--- config.mk ---
export PLATFORM = sky130hd
export DESIGN_NAME = keypad_code_lock
export DESIGN_NICKNAME = d
export VERILOG_FILES = /design/src/hw/rtl/kcl_pkg.sv /design/src/hw/rtl/kcl_ctrl.sv /design/src/hw/rtl/keypad_code_lock.sv
export SDC_FILE = /design/constraint.sdc
export NUM_CORES = 1
export LEC_CHECK = 0
export ABC_AREA = 1
export BUFFER_PORTS_ARGS = -buffer_cell sky130_fd_sc_hd__buf_2
export CAP_MARGIN = 20
export CORE_ASPECT_RATIO = 1.1
export CORE_UTILIZATION = 40
export CTS_CLUSTER_DIAMETER = 60
export DETAILED_ROUTE_END_ITERATION = 16
export GPL_TIMING_DRIVEN = 1
export PLACE_DENSITY_LB_ADDON = 0.08
export SLEW_MARGIN = 20
export SYNTH_ARGS = -nofsm -noshare
export SYNTH_HDL_FRONTEND = slang
export SYNTH_SLANG_ARGS = --single-unit
--- constraint.sdc ---
create_clock -name clk -period 3.2 [get_ports clk]
set_input_delay 0.16 -clock clk [delete_from_list [all_inputs] [get_ports clk]]
set_output_delay 0.16 -clock clk [all_outputs]
set_load 0.02 [all_outputs]
--- src/hw/rtl/kcl_pkg.sv ---
package kcl_pkg;

	localparam int KeyW      = 4;
	localparam int LimitW    = 3;
	localparam int TicksW    = 9;
	localparam int FailW     = 3;
	localparam int KeysOutW  = 3;
	localparam int S_DATA_W  = 8;
	localparam int M_DATA_W  = 24;

	localparam logic [FailW-1:0]  FailMax   = 3'd7;
	localparam logic [FailW-1:0]  FailReset = 3'd1;
	localparam logic [LimitW-1:0] LimitReset = 3'd5;
	localparam logic [TicksW-1:0] TicksReset = 9'd301;
	localparam logic [KeyW-1:0]   CodeBase   = 4'hA;

	typedef enum logic [KeyW-1:0] {
		KEY_STAR = 4'd14,
		KEY_HASH = 4'd15
	} key_code_t;

	typedef enum logic [0:0] {
		FUNC_KEY  = 1'b0,
		FUNC_TICK = 1'b1
	} func_t;

	typedef enum logic [1:0] {
		PH_OPEN   = 2'd0,
		PH_OLD    = 2'd1,
		PH_NEW    = 2'd2,
		PH_REPEAT = 2'd3
	} phase_t;

	typedef enum logic [3:0] {
		EV_NONE         = 4'd0,
		EV_ACCEPTED     = 4'd1,
		EV_REJECTED     = 4'd2,
		EV_LOCK_START   = 4'd3,
		EV_LOCK_END     = 4'd4,
		EV_RELOCKED     = 4'd5,
		EV_CHANGE_START = 4'd6,
		EV_OLD_WRONG    = 4'd7,
		EV_CHANGED      = 4'd8,
		EV_REFUSED      = 4'd9
	} event_t;

	typedef enum logic [0:0] {
		CFG_FAIL_LIMIT    = 1'b0,
		CFG_LOCKOUT_TICKS = 1'b1
	} cfg_index_t;

	typedef struct packed {
		func_t           func;
		logic [KeyW-1:0] key_value;
	} kcl_item_t;

	typedef struct packed {
		event_t              event_res;
		phase_t              entry_phase;
		logic [KeysOutW-1:0] keys_entered;
		logic [TicksW-1:0]   seconds_left;
		logic                locked_out;
		logic                unlocked;
	} kcl_result_t;

endpackage

--- src/hw/rtl/kcl_ctrl.sv ---
module kcl_ctrl import kcl_pkg::*; #(
	parameter int CODE_LENGTH = 4
) (
	input  logic              clk,
	input  logic              arst_n,
	input  logic              step,
	input  kcl_item_t         item,
	input  logic [LimitW-1:0] fail_limit,
	input  logic [TicksW-1:0] lockout_ticks,
	output kcl_result_t       result
);

	localparam int CntW = $clog2(CODE_LENGTH + 1);

	logic [KeyW-1:0]   stored_q  [CODE_LENGTH];
	logic [KeyW-1:0]   entry_q   [CODE_LENGTH];
	logic [KeyW-1:0]   pending_q [CODE_LENGTH];
	logic [KeyW-1:0]   entry_nx  [CODE_LENGTH];
	logic [CntW-1:0]   count_q, count_d, count_inc;
	phase_t            phase_q, phase_d;
	logic [FailW-1:0]  fail_q, fail_d, fail_inc;
	logic [TicksW-1:0] lock_q, lock_d, lock_dec;
	logic              open_q, open_d;
	logic              entry_we, pending_we, stored_we;
	logic              match_stored, match_pending, last_key;
	event_t            ev;

	// Entry as it stands with the current key placed at its slot.
	always_comb begin
		match_stored  = 1'b1;
		match_pending = 1'b1;
		for (int i = 0; i < CODE_LENGTH; i++) begin
			entry_nx[i] = (count_q == CntW'(i)) ? item.key_value : entry_q[i];
			if (entry_nx[i] != stored_q[i])
				match_stored = 1'b0;
			if (entry_nx[i] != pending_q[i])
				match_pending = 1'b0;
		end
	end

	assign count_inc = count_q + CntW'(1);
	assign last_key  = (count_inc == CntW'(CODE_LENGTH));
	assign fail_inc  = (fail_q < FailMax) ? fail_q + FailW'(1) : fail_q;
	assign lock_dec  = lock_q - TicksW'(1);

	always_comb begin
		count_d    = count_q;
		phase_d    = phase_q;
		fail_d     = fail_q;
		lock_d     = lock_q;
		open_d     = open_q;
		entry_we   = 1'b0;
		pending_we = 1'b0;
		stored_we  = 1'b0;
		ev         = EV_NONE;
		if (item.func == FUNC_TICK) begin
			if (lock_q != '0) begin
				lock_d = lock_dec;
				if (lock_dec == '0) begin
					fail_d = '0;
					ev     = EV_LOCK_END;
				end
			end
		end else if (lock_q != '0) begin
			ev = EV_NONE;
		end else if (open_q) begin
			open_d  = 1'b0;
			count_d = '0;
			phase_d = PH_OPEN;
			ev      = EV_RELOCKED;
		end else if (item.key_value == KEY_HASH) begin
			ev = EV_NONE;
		end else if (item.key_value == KEY_STAR) begin
			phase_d = PH_OLD;
			count_d = '0;
			ev      = EV_CHANGE_START;
		end else begin
			entry_we = 1'b1;
			count_d  = count_inc;
			if (last_key) begin
				count_d = '0;
				unique case (phase_q)
					PH_OPEN: begin
						if (match_stored) begin
							open_d = 1'b1;
							fail_d = '0;
							ev     = EV_ACCEPTED;
						end else if (fail_inc >= fail_limit) begin
							lock_d = lockout_ticks;
							fail_d = (lockout_ticks == '0) ? '0 : fail_inc;
							ev     = EV_LOCK_START;
						end else begin
							fail_d = fail_inc;
							ev     = EV_REJECTED;
						end
					end
					PH_OLD: begin
						phase_d = match_stored ? PH_NEW : PH_OPEN;
						ev      = match_stored ? EV_ACCEPTED : EV_OLD_WRONG;
					end
					PH_NEW: begin
						pending_we = 1'b1;
						phase_d    = PH_REPEAT;
					end
					PH_REPEAT: begin
						stored_we = match_pending;
						phase_d   = PH_OPEN;
						ev        = match_pending ? EV_CHANGED : EV_REFUSED;
					end
					default: phase_d = PH_OPEN;
				endcase
			end
		end
	end

	always_ff @(posedge clk or negedge arst_n) begin
		if (!arst_n) begin
			count_q <= '0;
			phase_q <= PH_OPEN;
			fail_q  <= FailReset;
			lock_q  <= '0;
			open_q  <= 1'b0;
			for (int i = 0; i < CODE_LENGTH; i++)
				stored_q[i] <= CodeBase + KeyW'(i % 4);
		end else if (step) begin
			count_q <= count_d;
			phase_q <= phase_d;
			fail_q  <= fail_d;
			lock_q  <= lock_d;
			open_q  <= open_d;
			if (stored_we)
				for (int i = 0; i < CODE_LENGTH; i++)
					stored_q[i] <= entry_nx[i];
		end
	end

	always_ff @(posedge clk) begin
		if (step && entry_we)
			for (int i = 0; i < CODE_LENGTH; i++)
				entry_q[i] <= entry_nx[i];
		if (step && pending_we)
			for (int i = 0; i < CODE_LENGTH; i++)
				pending_q[i] <= entry_nx[i];
	end

	always_comb begin
		result.unlocked     = open_d;
		result.locked_out   = (lock_d != '0);
		result.seconds_left = lock_d;
		result.keys_entered = KeysOutW'(count_d);
		result.entry_phase  = phase_d;
		result.event_res    = ev;
	end

endmodule

--- src/hw/rtl/keypad_code_lock.sv ---
// Keypad code lock.
// Input items arrive on the s_ stream: s_tuser[0] is 0 for a key press and 1
// for a one-second tick, s_tdata[3:0] is the key (digits, A-D, star, hash).
// Every accepted item yields exactly one result item on the m_ stream, which
// shows the lock state after that item plus an event code.
// Configuration goes through the cfg_ write channel (index 0 = failure
// limit, index 1 = lockout length in ticks); it is always ready and should
// only be used while no item is in flight.
// After acceptance the item sits in the input register, then the state update
// loads the result into the output register, where it stays valid until taken.
// Throughput is one item per cycle while the receiver does not stall, set by
// the single state-update step per item.
// Reset loads the default code A,B,C,D, a failure count of one, a failure
// limit of five and a lockout length of 301 ticks, and empties both stages.
// When the receiver stalls, the result stays in the output register, the
// input register fills, and s_tready drops until the result is taken.
module keypad_code_lock import kcl_pkg::*; #(
	parameter int CODE_LENGTH = 4
) (
	input  logic                clk,
	input  logic                arst_n,
	input  logic                s_tvalid,
	output logic                s_tready,
	input  logic [S_DATA_W-1:0] s_tdata,   // key_value[3:0], zero fill
	input  logic [0:0]          s_tuser,   // func[0]
	output logic                m_tvalid,
	input  logic                m_tready,
	// unlocked[0], locked_out[1], seconds_left[10:2], keys_entered[13:11],
	// entry_phase[15:14], event_res[19:16], zero fill
	output logic [M_DATA_W-1:0] m_tdata,
	input  logic                cfg_valid,
	output logic                cfg_ready,
	input  cfg_index_t          cfg_index,
	input  logic [TicksW-1:0]   cfg_data
);

	logic              valid_s1;
	kcl_item_t         item_s1;
	logic              fire;
	logic              m_tvalid_q;
	kcl_result_t       result_q, result_d;
	logic [LimitW-1:0] fail_limit_q;
	logic [TicksW-1:0] lockout_ticks_q;

	assign fire      = valid_s1 && (!m_tvalid_q || m_tready);
	assign s_tready  = !valid_s1 || fire;
	assign cfg_ready = 1'b1;

	always_ff @(posedge clk or negedge arst_n) begin
		if (!arst_n) begin
			fail_limit_q    <= LimitReset;
			lockout_ticks_q <= TicksReset;
		end else if (cfg_valid) begin
			unique case (cfg_index)
				CFG_FAIL_LIMIT:    fail_limit_q    <= cfg_data[LimitW-1:0];
				CFG_LOCKOUT_TICKS: lockout_ticks_q <= cfg_data;
				default:           ;
			endcase
		end
	end

	always_ff @(posedge clk or negedge arst_n) begin
		if (!arst_n) begin
			valid_s1   <= 1'b0;
			m_tvalid_q <= 1'b0;
		end else begin
			if (s_tready)
				valid_s1 <= s_tvalid;
			if (fire)
				m_tvalid_q <= 1'b1;
			else if (m_tready)
				m_tvalid_q <= 1'b0;
		end
	end

	always_ff @(posedge clk) begin
		if (s_tvalid && s_tready) begin
			item_s1.func      <= func_t'(s_tuser[0]);
			item_s1.key_value <= s_tdata[KeyW-1:0];
		end
		if (fire)
			result_q <= result_d;
	end

	kcl_ctrl #(
		.CODE_LENGTH(CODE_LENGTH)
	) u_ctrl (
		.clk          (clk),
		.arst_n       (arst_n),
		.step         (fire),
		.item         (item_s1),
		.fail_limit   (fail_limit_q),
		.lockout_ticks(lockout_ticks_q),
		.result       (result_d)
	);

	assign m_tvalid = m_tvalid_q;
	assign m_tdata  = M_DATA_W'(result_q);

	// The lockout flag and the remaining tick count must agree.
	a_lock_flag: assert property (@(posedge clk) disable iff (!arst_n)
		m_tvalid_q |-> (result_q.locked_out == (result_q.seconds_left != '0)))
		else $error("locked_out disagrees with seconds_left");

	// The lock never opens while a lockout runs.
	a_open_excl: assert property (@(posedge clk) disable iff (!arst_n)
		m_tvalid_q |-> !(result_q.unlocked && result_q.locked_out))
		else $error("lock open during lockout");

	// A full entry is always consumed in the same step.
	a_count_range: assert property (@(posedge clk) disable iff (!arst_n)
		m_tvalid_q |-> (32'(result_q.keys_entered) < CODE_LENGTH))
		else $error("key count reached the code length");

	// With the output register empty the input side must not stall.
	a_no_stall: assert property (@(posedge clk) disable iff (!arst_n)
		!m_tvalid_q |-> s_tready)
		else $error("input stalled with empty output register");

endmodule
# == After elaboration in Yosys (flattened, before gate mapping) ==
# Memories as Yosys holds them, arrays and structs flattened.
# Index checks and enable logic that the tools add are counted.
# W data, S select, Z words.
# word_totals
ramBits,32
ff_bits,73
memories,2
# mem_list
memory,depth,width,rd,rd_clocked_by_memory_dff,wr,line_no,rtl
u_ctrl.entry_q,4,4,4,0,4,kcl_ctrl.sv:16,logic [KeyW-1:0] entry_q [CODE_LENGTH];
u_ctrl.pending_q,4,4,4,0,4,kcl_ctrl.sv:17,logic [KeyW-1:0] pending_q [CODE_LENGTH];
# classes
magnitude_cmp,2
eq_ne,23
add_sub_neg,3
muxes,95
n_bitwise,1
n_reduce_logical,21
# ops
operator,n
$mux W9,10
$mux W3,21
$mux W4,12
$mux W1,43
$ne A4 B4 Y1,8
$logic_not A9 Y1,2
$reduce_bool A9 Y1,2
$mux W2,7
$pmux W4 S3,1
$ne A2 B2 Y1 const B,5
$reduce_and A9 Y1,1
$sub A9 B1 Y9 const B,1
$eq A4 B4 Y1 const B,2
$add A3 B1 Y3 const B,2
$eq A3 B2 Y1 const B,2
$pmux W2 S3,1
$reduce_and A2 Y1,3
$reduce_bool A2 Y1,3
$eq A2 B2 Y1 const B,2
$logic_and A1 B1 Y1,4
$eq A3 B1 Y1 const B,1
$eq A3 B3 Y1 const B,1
$ge A3 B3 Y1,1
$logic_not A3 Y1,1
other kinds (7),9

# == Longest topological paths before layout ==
# Gate-level depths: netlist (run 1).
# logic_depth
word_depth,16
ltp_mapped,22

# == Modules after synthesis ==
# Synthesis (run 1) repeated with hierarchy kept, for this count alone.
# unflattened
cells_unflattened,631
area_unflattened_um2,5560.3
# by_module_without_submodules
module,cells_each,area_each_um2,seq_area_each_um2,instances
kcl_ctrl,534,4174.0,1825.5,1
keypad_code_lock,97,1386.3,1109.8,1

# == Least setup slack after synthesis (run 1) ==
# Ideal clock, no wire load.
# synth_timing
path_kind,reg2reg
start,reg u_ctrl.lock_q[0]
end,"mem u_ctrl.pending_q[0][0], enable pin"
path_stages_with_launch,11
setup_ns,0.430
t_arrival_ns,3.086
setup_slack_ns,-0.316
cell_sequence,dfrtp_1 inv_1 ha_1 nand3_4 nor3_4 inv_2 nor2_4 inv_2 nor2_4 inv_2 nor4_1
# synth_lines
element,line_no,rtl
"start, declared",kcl_ctrl.sv:22,"logic [TicksW-1:0] lock_q, lock_d, lock_dec;"
"start signal, assigned",kcl_ctrl.sv:129,lock_q <= lock_d;
"end, declared",kcl_ctrl.sv:17,

==> flow_summary_export.csv, run 1 <==
group,metric,value,unit
die,start_util,41.6,%
synth,synthFlopType,"edfxtp_1",
timing,hold_viol,0,
die,io-pin-count,51,
timing,tightest_slew,0.577,ns
grt,grt_max_degree,38,
cells_and_area,fin_util,47.8,%
die,coreArea,13400,um^2
synth,synthCells,615,
worst_setup_path,reg2reg_to,"m_tdata[1]",
worst_setup_path,critical_path.slowest_cell,"dfrtp_1",
cells_and_area,area_delta_synth_final,14.7,%
worst_setup_path,crit_type,"flop to flop",
die,die_area,14400,um^2
pwr,p_per_area,745,nW/um^2
synth,synth_warnings,0,
placement,gp_congestion,0.875,
min_path,worstHoldStart,"s_tvalid",
worst_setup_path,worstSetupEndpointType,"flop",
synth,syn-mean-instance-area,9.06,um^2
cts,post_cts_buffers,0,
timing,fmax,346,MHz
grt,antenna_found_initial,0,
cells_and_area,final_cell_mix,"nand2_1 (161), inv_1 (78), edfxtp_1 (57)",
timing,post-route-period-util,90.3,%
min_path,min_to,"valid_s1",
worst_setup_path,path_max_fanout,6,
worst_setup_path,cp.required,3.31,ns
pwr,switching_share,38.0,%
pwr,p_clk_share,24.8,%
cells_and_area,fin_nets,707,
timing,setup_violations,0,
drt,ant_nets,0,
worst_setup_path,slowest_delay,0.44,ns
outcome,run_status,"completed",
cts,numClockSinks,105,
cts,cts_buffer_depth,2,
pwr,power,4.76,mW
worst_setup_path,arrival,3.00,ns
cts,cts.htree.levels,3,
grt,grt_pass1_vias,4158,
die,fp-row-count,44,
synth,async_reset_ff_share,45.7,%
grt,grt_pass1_wl,20.8,mm
timing,tns,0,ns
placement,io_buffers,41,
cts,cts_buffers,9,
run,drv_cap,0,
timing,clock_skew,0.0103,ns
cts,cts_tree,"done",
pwr,p_comb_share,35.6,%
cts,root_buffer,"clkbuf_16",
grt,gr-usage-all-layers,18.9,%
synth,ys_ff_latch,105,
cells_and_area,antenna_cells,0,
drt,wl_per_cell,14.3,um
placement,dp.cells,838,
cts,clock_latency,0.35,ns
pwr,power_frac_seq,39.6,%
worst_setup_path,crit_top_cell,"nand2_1",
drt,finalWirelength,12.3,mm
worst_setup_path,rrSetupSlack,0.31,ns
timing,slew_viol_final,0,
worst_setup_path,crit_path_start,"u_ctrl.count_q[0]",
min_path,min_path_type,"input pin to flop",
worst_setup_path,r2r_start,"u_ctrl.count_q[0]",
worst_setup_path,rr_worst_depth,14,
die,die_w,115,um
synth,syn_area,5570,um^2
grt,grt_overflow,0,
cells_and_area,layout_commonest_cell,"nand2_1",
cells_and_area,drive_gt1_share,22.8,%
timing,period_needed,2.89,ns
timing,rsz0062_at_grt,"no",
pwr,internal-power,2.95,mW
synth,synth_cell_types,42,
pwr,ir_worst_vdd,365,uV
pwr,switching_power,1.81,mW
synth,synth-edff-count,57,
drt,vias,4165,
cts,cts.clk_slew.worst_paths,0.07,ns
pwr,power.leakage,2.82,nW
worst_setup_path,cp_cell_sequence,"ha_1 > ha_2 > nor2_2 > inv_1 > nor2_1 > nand3b_1 > nor3_2 > nand2_2 > nand2_1 > nand3_1 > nand2_1 > nand2_1 > nor2_1 > nand2_1",
drt,drc,0,
drt,drt-vias-per-instance,4.84,
placement,dp_hpwl,8.94,mm
min_path,hold_path_depth,3,
drt,first_pass_iters,5,
synth,ys_seq_area_share,52.7,%
timing,slew_headroom,61.5,%
cells_and_area,final_cells,860,
worst_setup_path,crit_path_start_kind,"flop",
die,dieHeight,126,um
drt,drt_iter0_drc,175,
==> critical path, delay by kind of cell (launching register included) <==
kind                     cells  cell delay [ns]
AND/OR/NAND/NOR             11             1.59
adder cells (fa/ha/maj)      2             0.52
flip-flops                   1             0.44
buffers and inverters        1             0.11
==> cells by family (layout without fill, tap and decap cells) <==
kind of cell	Yosys count	in the layout	synth area share, %
AND/OR/NAND/NOR	295	295	24.6
other	2	5	0.135
buffers and inverters	105	163	8.15
flip-flops	105	105	52.7
multiplexers	2	2	0.404
XOR/XNOR	15	15	2.36
AO/OA/AOI/OAI	79	79	8.94
adder cells (fa/ha/maj)	12	12	2.69
==> cells in the mapped netlist (all sizes together), types with 6 or more instances <==
cell type,number,area [um^2]
nand2,180,723
inv,87,327
edfxtp,57,1710
nand3,52,283
o21ai,51,319
nor2,40,173
dfrtp,30,751
dfstp,18,473
a21oi,14,70.1
ha,12,150
buf,11,101
xor2,10,87.6
nor3,8,77.6
nand3b,6,45.0
==> layout make-up <==
cell class                 count  area (um^2)
fill                        1304         6990
sequential                   105         2940
multi-input combinational    408         2230
timing repair buffer          58          348
inverter                      89          334
clock buffer                  11          233
tap                          184          230
clock inverter                 5         80.1
==> power by group through the flow <==
stage	clock, mW	combinational (mW)	sequential [mW]
after floorplan	0	1.21	1.95
after global placement	0	1.66	1.90
after detailed placement	0	1.69	1.91
after CTS	1.22	1.71	1.89
after global routing	1.26	1.96	1.91
final	1.18	1.70	1.88
==> per-stage QoR <==
stage / hold WS, ns / setup slack [ns] / instance area (um^2)
2_1_floorplan: -0.136 / 0.0206 / 5590
3_5_place_dp: 0.190 / 0.212 / 6000
4_1_cts: 0.0128 / 0.215 / 6370
3_3_place_gp: 0.197 / 0.273 / 6000
6_report: 0.0222 / 0.312 / 6390
5_1_grt: 0.0349 / 0.0394 / 6390
==> worst max-delay path by stage <==
stage | to | depth (start not counted)
finish | m_tdata[1] | 14
global route | m_tdata[1] | 20
CTS | m_tdata[1] | 20
detailed placement | m_tdata[1] | 20
global placement | m_tdata[1] | 20
floorplan | u_ctrl.entry_q[0][0] | 6
==> repair_timing <==
item	CTS	global route
endpoints found under the hold margin	20	0
hold buffers	6	0
gates resized for setup	0	6
endpoints found under the setup margin	0	2
==> flip-flops by register name, indices dropped and copies added, names as in the netlist, 2 cells and up <==
| register | flops |
|---|---|
| lockout_ticks_q | 9 |
| u_ctrl.stored_q | 16 |
| u_ctrl.fail_q | 3 |
| u_ctrl.lock_q | 9 |
| fail_limit_q | 3 |
| u_ctrl.phase_q | 2 |
| u_ctrl.count_q | 3 |
| u_ctrl.pending_q | 16 |
| item_s1 | 5 |
| m_tdata | 20 |
| u_ctrl.entry_q | 16 |
==> routing by layer <==
layer  part of all wire, %  wire length [um]  vias up  GRT usage (%)
met5                     0                 0        -              0
met4                   2.1               254        0           6.80
met3                   3.3               401       16           3.90
met2                    51              6260       64           32.5
met1                    44              5370     1968           23.4
li1                      -                 -     2117              -
No activity file was read; power rests on OpenSTA's default activity.
==> run 2, diff against run 1 <==
==> constraint.sdc (replaced) <==
create_clock -name clk -period 3.2 [get_ports clk]
set_input_delay 0.48 -clock clk [delete_from_list [all_inputs] [get_ports clk]]
set_output_delay 0.48 -clock clk [all_outputs]
set_load 0.02 [all_outputs]
==> run 2 against run 1 <==
Maximum frequency is 1.0% lower; total power shrank 3.3%; count of clock-buffer cells in the layout is the same; first-iteration DRC count increased by 25%; clock skew is essentially flat.
==> flow_summary_export.csv, run 2 (same netlist as run 1, synthesis figures left out) <==
group,metric,value,unit
drt,finalWirelength,12.3,mm
pwr,switching_power,1.82,mW
timing,rsz0062_at_grt,"no",
placement,io_buffers,41,
cells_and_area,largest_reg_flops,20,
drt,wl_per_cell,14.3,um
pwr,switching_share,39.5,%
placement,placed_area,6010,um^2
grt,grt_pass1_wl,19.9,mm
placement,gp_congestion,0.871,
cts,numClockSinks,105,
die,io-pin-count,51,
cells_and_area,area_delta_synth_final,12.6,%
grt,met2_usage,31.6,%
grt,gr-usage-all-layers,18.3,%
grt,grt_use_met1,22.5,%
cells_and_area,seqCellArea,2940,um^2
die,fp-row-count,44,
cts,root_buffer,"clkbuf_16",
timing,fmax,343,MHz
cells_and_area,fin_nets,702,
pwr,internal-power,2.79,mW
timing,tns,0,ns
cts,cts_buffer_depth,2,
worst_setup_path,crit_path_start_kind,"flop",
grt,grt_max_degree,49,
cells_and_area,layout_commonest_cell,"nand2_1",
die,die_w,115,um
die,die_area,14400,um^2
worst_setup_path,arrival,3.03,ns
timing,setup_ws,0.282,ns
worst_setup_path,crit_type,"flop to flop",
pwr,ir_worst_vdd,344,uV
cts,cts_tree,"done",
worst_setup_path,cp_cell_sequence,"ha_1 > ha_2 > nor2_2 > inv_1 > nor2_1 > nand3b_1 > nor3_2 > nand2_2 > nand2_1 > nand3_1 > nand2_1 > nand2_1 > nor2_1 > nand2_1",
cts,cts.htree.levels,3,
pwr,power,4.61,mW
pwr,p_comb_share,36.7,%
die,coreArea,13400,um^2
worst_setup_path,path_max_fanout,6,
drt,vias,4105,
grt,grt_overflow,0,
cells_and_area,antenna_cells,0,
drt,ant_nets,0,
cells_and_area,n_fill_cell,1305,
cells_and_area,multi_input_area,2220,um^2
timing,period_needed,2.92,ns
die,start_util,41.6,%
timing,hold_viol,0,
cells_and_area,fin_area,6270,um^2
grt,antenna_found_initial,0,
drt,first_pass_iters,4,
grt,grtUsageMet3,3.08,%
timing,slew_headroom,53.7,%
pwr,p_clk_share,22.5,%
timing,whs,0.250,ns
worst_setup_path,critical_path.slowest_cell,"dfrtp_1",
run,drv_cap,0,
outcome,run_status,"completed",
cts,clock_latency,0.36,ns
worst_setup_path,crit_family,"simple AND/OR/NAND/NOR gates",
cts,cts.clk_slew.worst_paths,0.07,ns
placement,place_ws,0.193,ns
cells_and_area,final_cell_mix,"nand2_1 (161), inv_1 (77), edfxtp_1 (57)",
timing,tightest_slew,0.695,ns
timing,setup_violations,0,
worst_setup_path,cp.required,3.31,ns
worst_setup_path,crit_top_cell,"nand2_1",
timing,post-route-period-util,91.2,%
pwr,power_frac_seq,40.8,%
grt,top_usage_layer,"met2",
timing,clock_skew,0.00984,ns
worst_setup_path,worstSetupEndpointType,"flop",
worst_setup_path,cp.buffers_inverters,1,
grt,grt_pass1_vias,3986,
drt,drt-vias-per-instance,4.80,
worst_setup_path,slowest_delay,0.44,ns
pwr,power.leakage,2.76,nW
placement,dp_hpwl,8.78,mm
drt,drt_iter0_drc,219,
timing,slew_viol_final,0,
die,dieHeight,126,um
min_path,min_path_type,"input pin to async pin",
cts,cts_buffers,9,
pwr,p_per_area,734,nW/um^2
drt,drc,0,
cells_and_area,drive_gt1_share,22.7,%
-- run 2: cell types whose count changed in the layout (fill, tap and decap cells not counted), sizes merged --
cell	change
bufinv	-2
clkinvlp	+1
dlygate4sd3	-6
inv	+1
buf	+1
-- run 2: cell type report --
cell class,count,share of cell area (%)
Sequential cell,105,46.8
Tap cell,184,3.67
Inverter,89,5.32
Clock buffer,11,3.71
Multi-Input combinational cell,408,35.3
Clock inverter,5,0.479
Timing Repair Buffer,53,4.71
-- run 2: metal layers --
layer  wire [um]  up-vias
met5           0        -
li1            -     2110
met3         367       13
met4         240        0
met1        5480     1918
met2        6170       64
-- run 2: worst paths after layout --
| check | slack, ns | to | cells after the start | start |
|---|---|---|---|---|
| worst max-delay path | 0.28 | m_tdata[1] | 14 | u_ctrl.count_q[0] |
| worst min register to register | 0.48 | u_ctrl.stored_q[2] | 2 | u_ctrl.stored_q[2] |
| max in group asynchronous | 2.48 | u_ctrl.stored_q[1] | 2 | arst_n |
| min in group clk | 0.29 | item_s1[4] | 1 | s_tuser |
| worst max register to register | 0.28 | m_tdata[1] | 14 | u_ctrl.count_q[0] |
| worst min-delay path | 0.25 | u_ctrl.stored_q[12] | 2 | arst_n |
-- run 2: power groups by stage --
stage / sequential (mW) / combinational [mW] / clock, mW
6_report: 1.88 / 1.69 / 1.03
5_1_grt: 1.91 / 1.91 / 1.10
4_1_cts: 1.88 / 1.72 / 1.06
3_5_place_dp: 1.91 / 1.71 / 0
3_3_place_gp: 1.90 / 1.68 / 0
2_1_floorplan: 1.95 / 1.21 / 0
-- run 2: through the flow --
step           util, %  cells
6_report          46.9    855
5_1_grt           46.9    855
4_1_cts           46.9    855
3_5_place_dp      44.9    839
3_3_place_gp      44.9    839
2_1_floorplan        -    618
-- run 2: repair_timing --
| item | in CTS | in global routing |
|---|---|---|
| endpoints found under the setup margin | 0 | 2 |
| resized for setup | 0 | 2 |
| hold endpoints to repair | 0 | 0 |
| setup buffers | 0 | 0 |
| hold buffers | 0 | 0 |
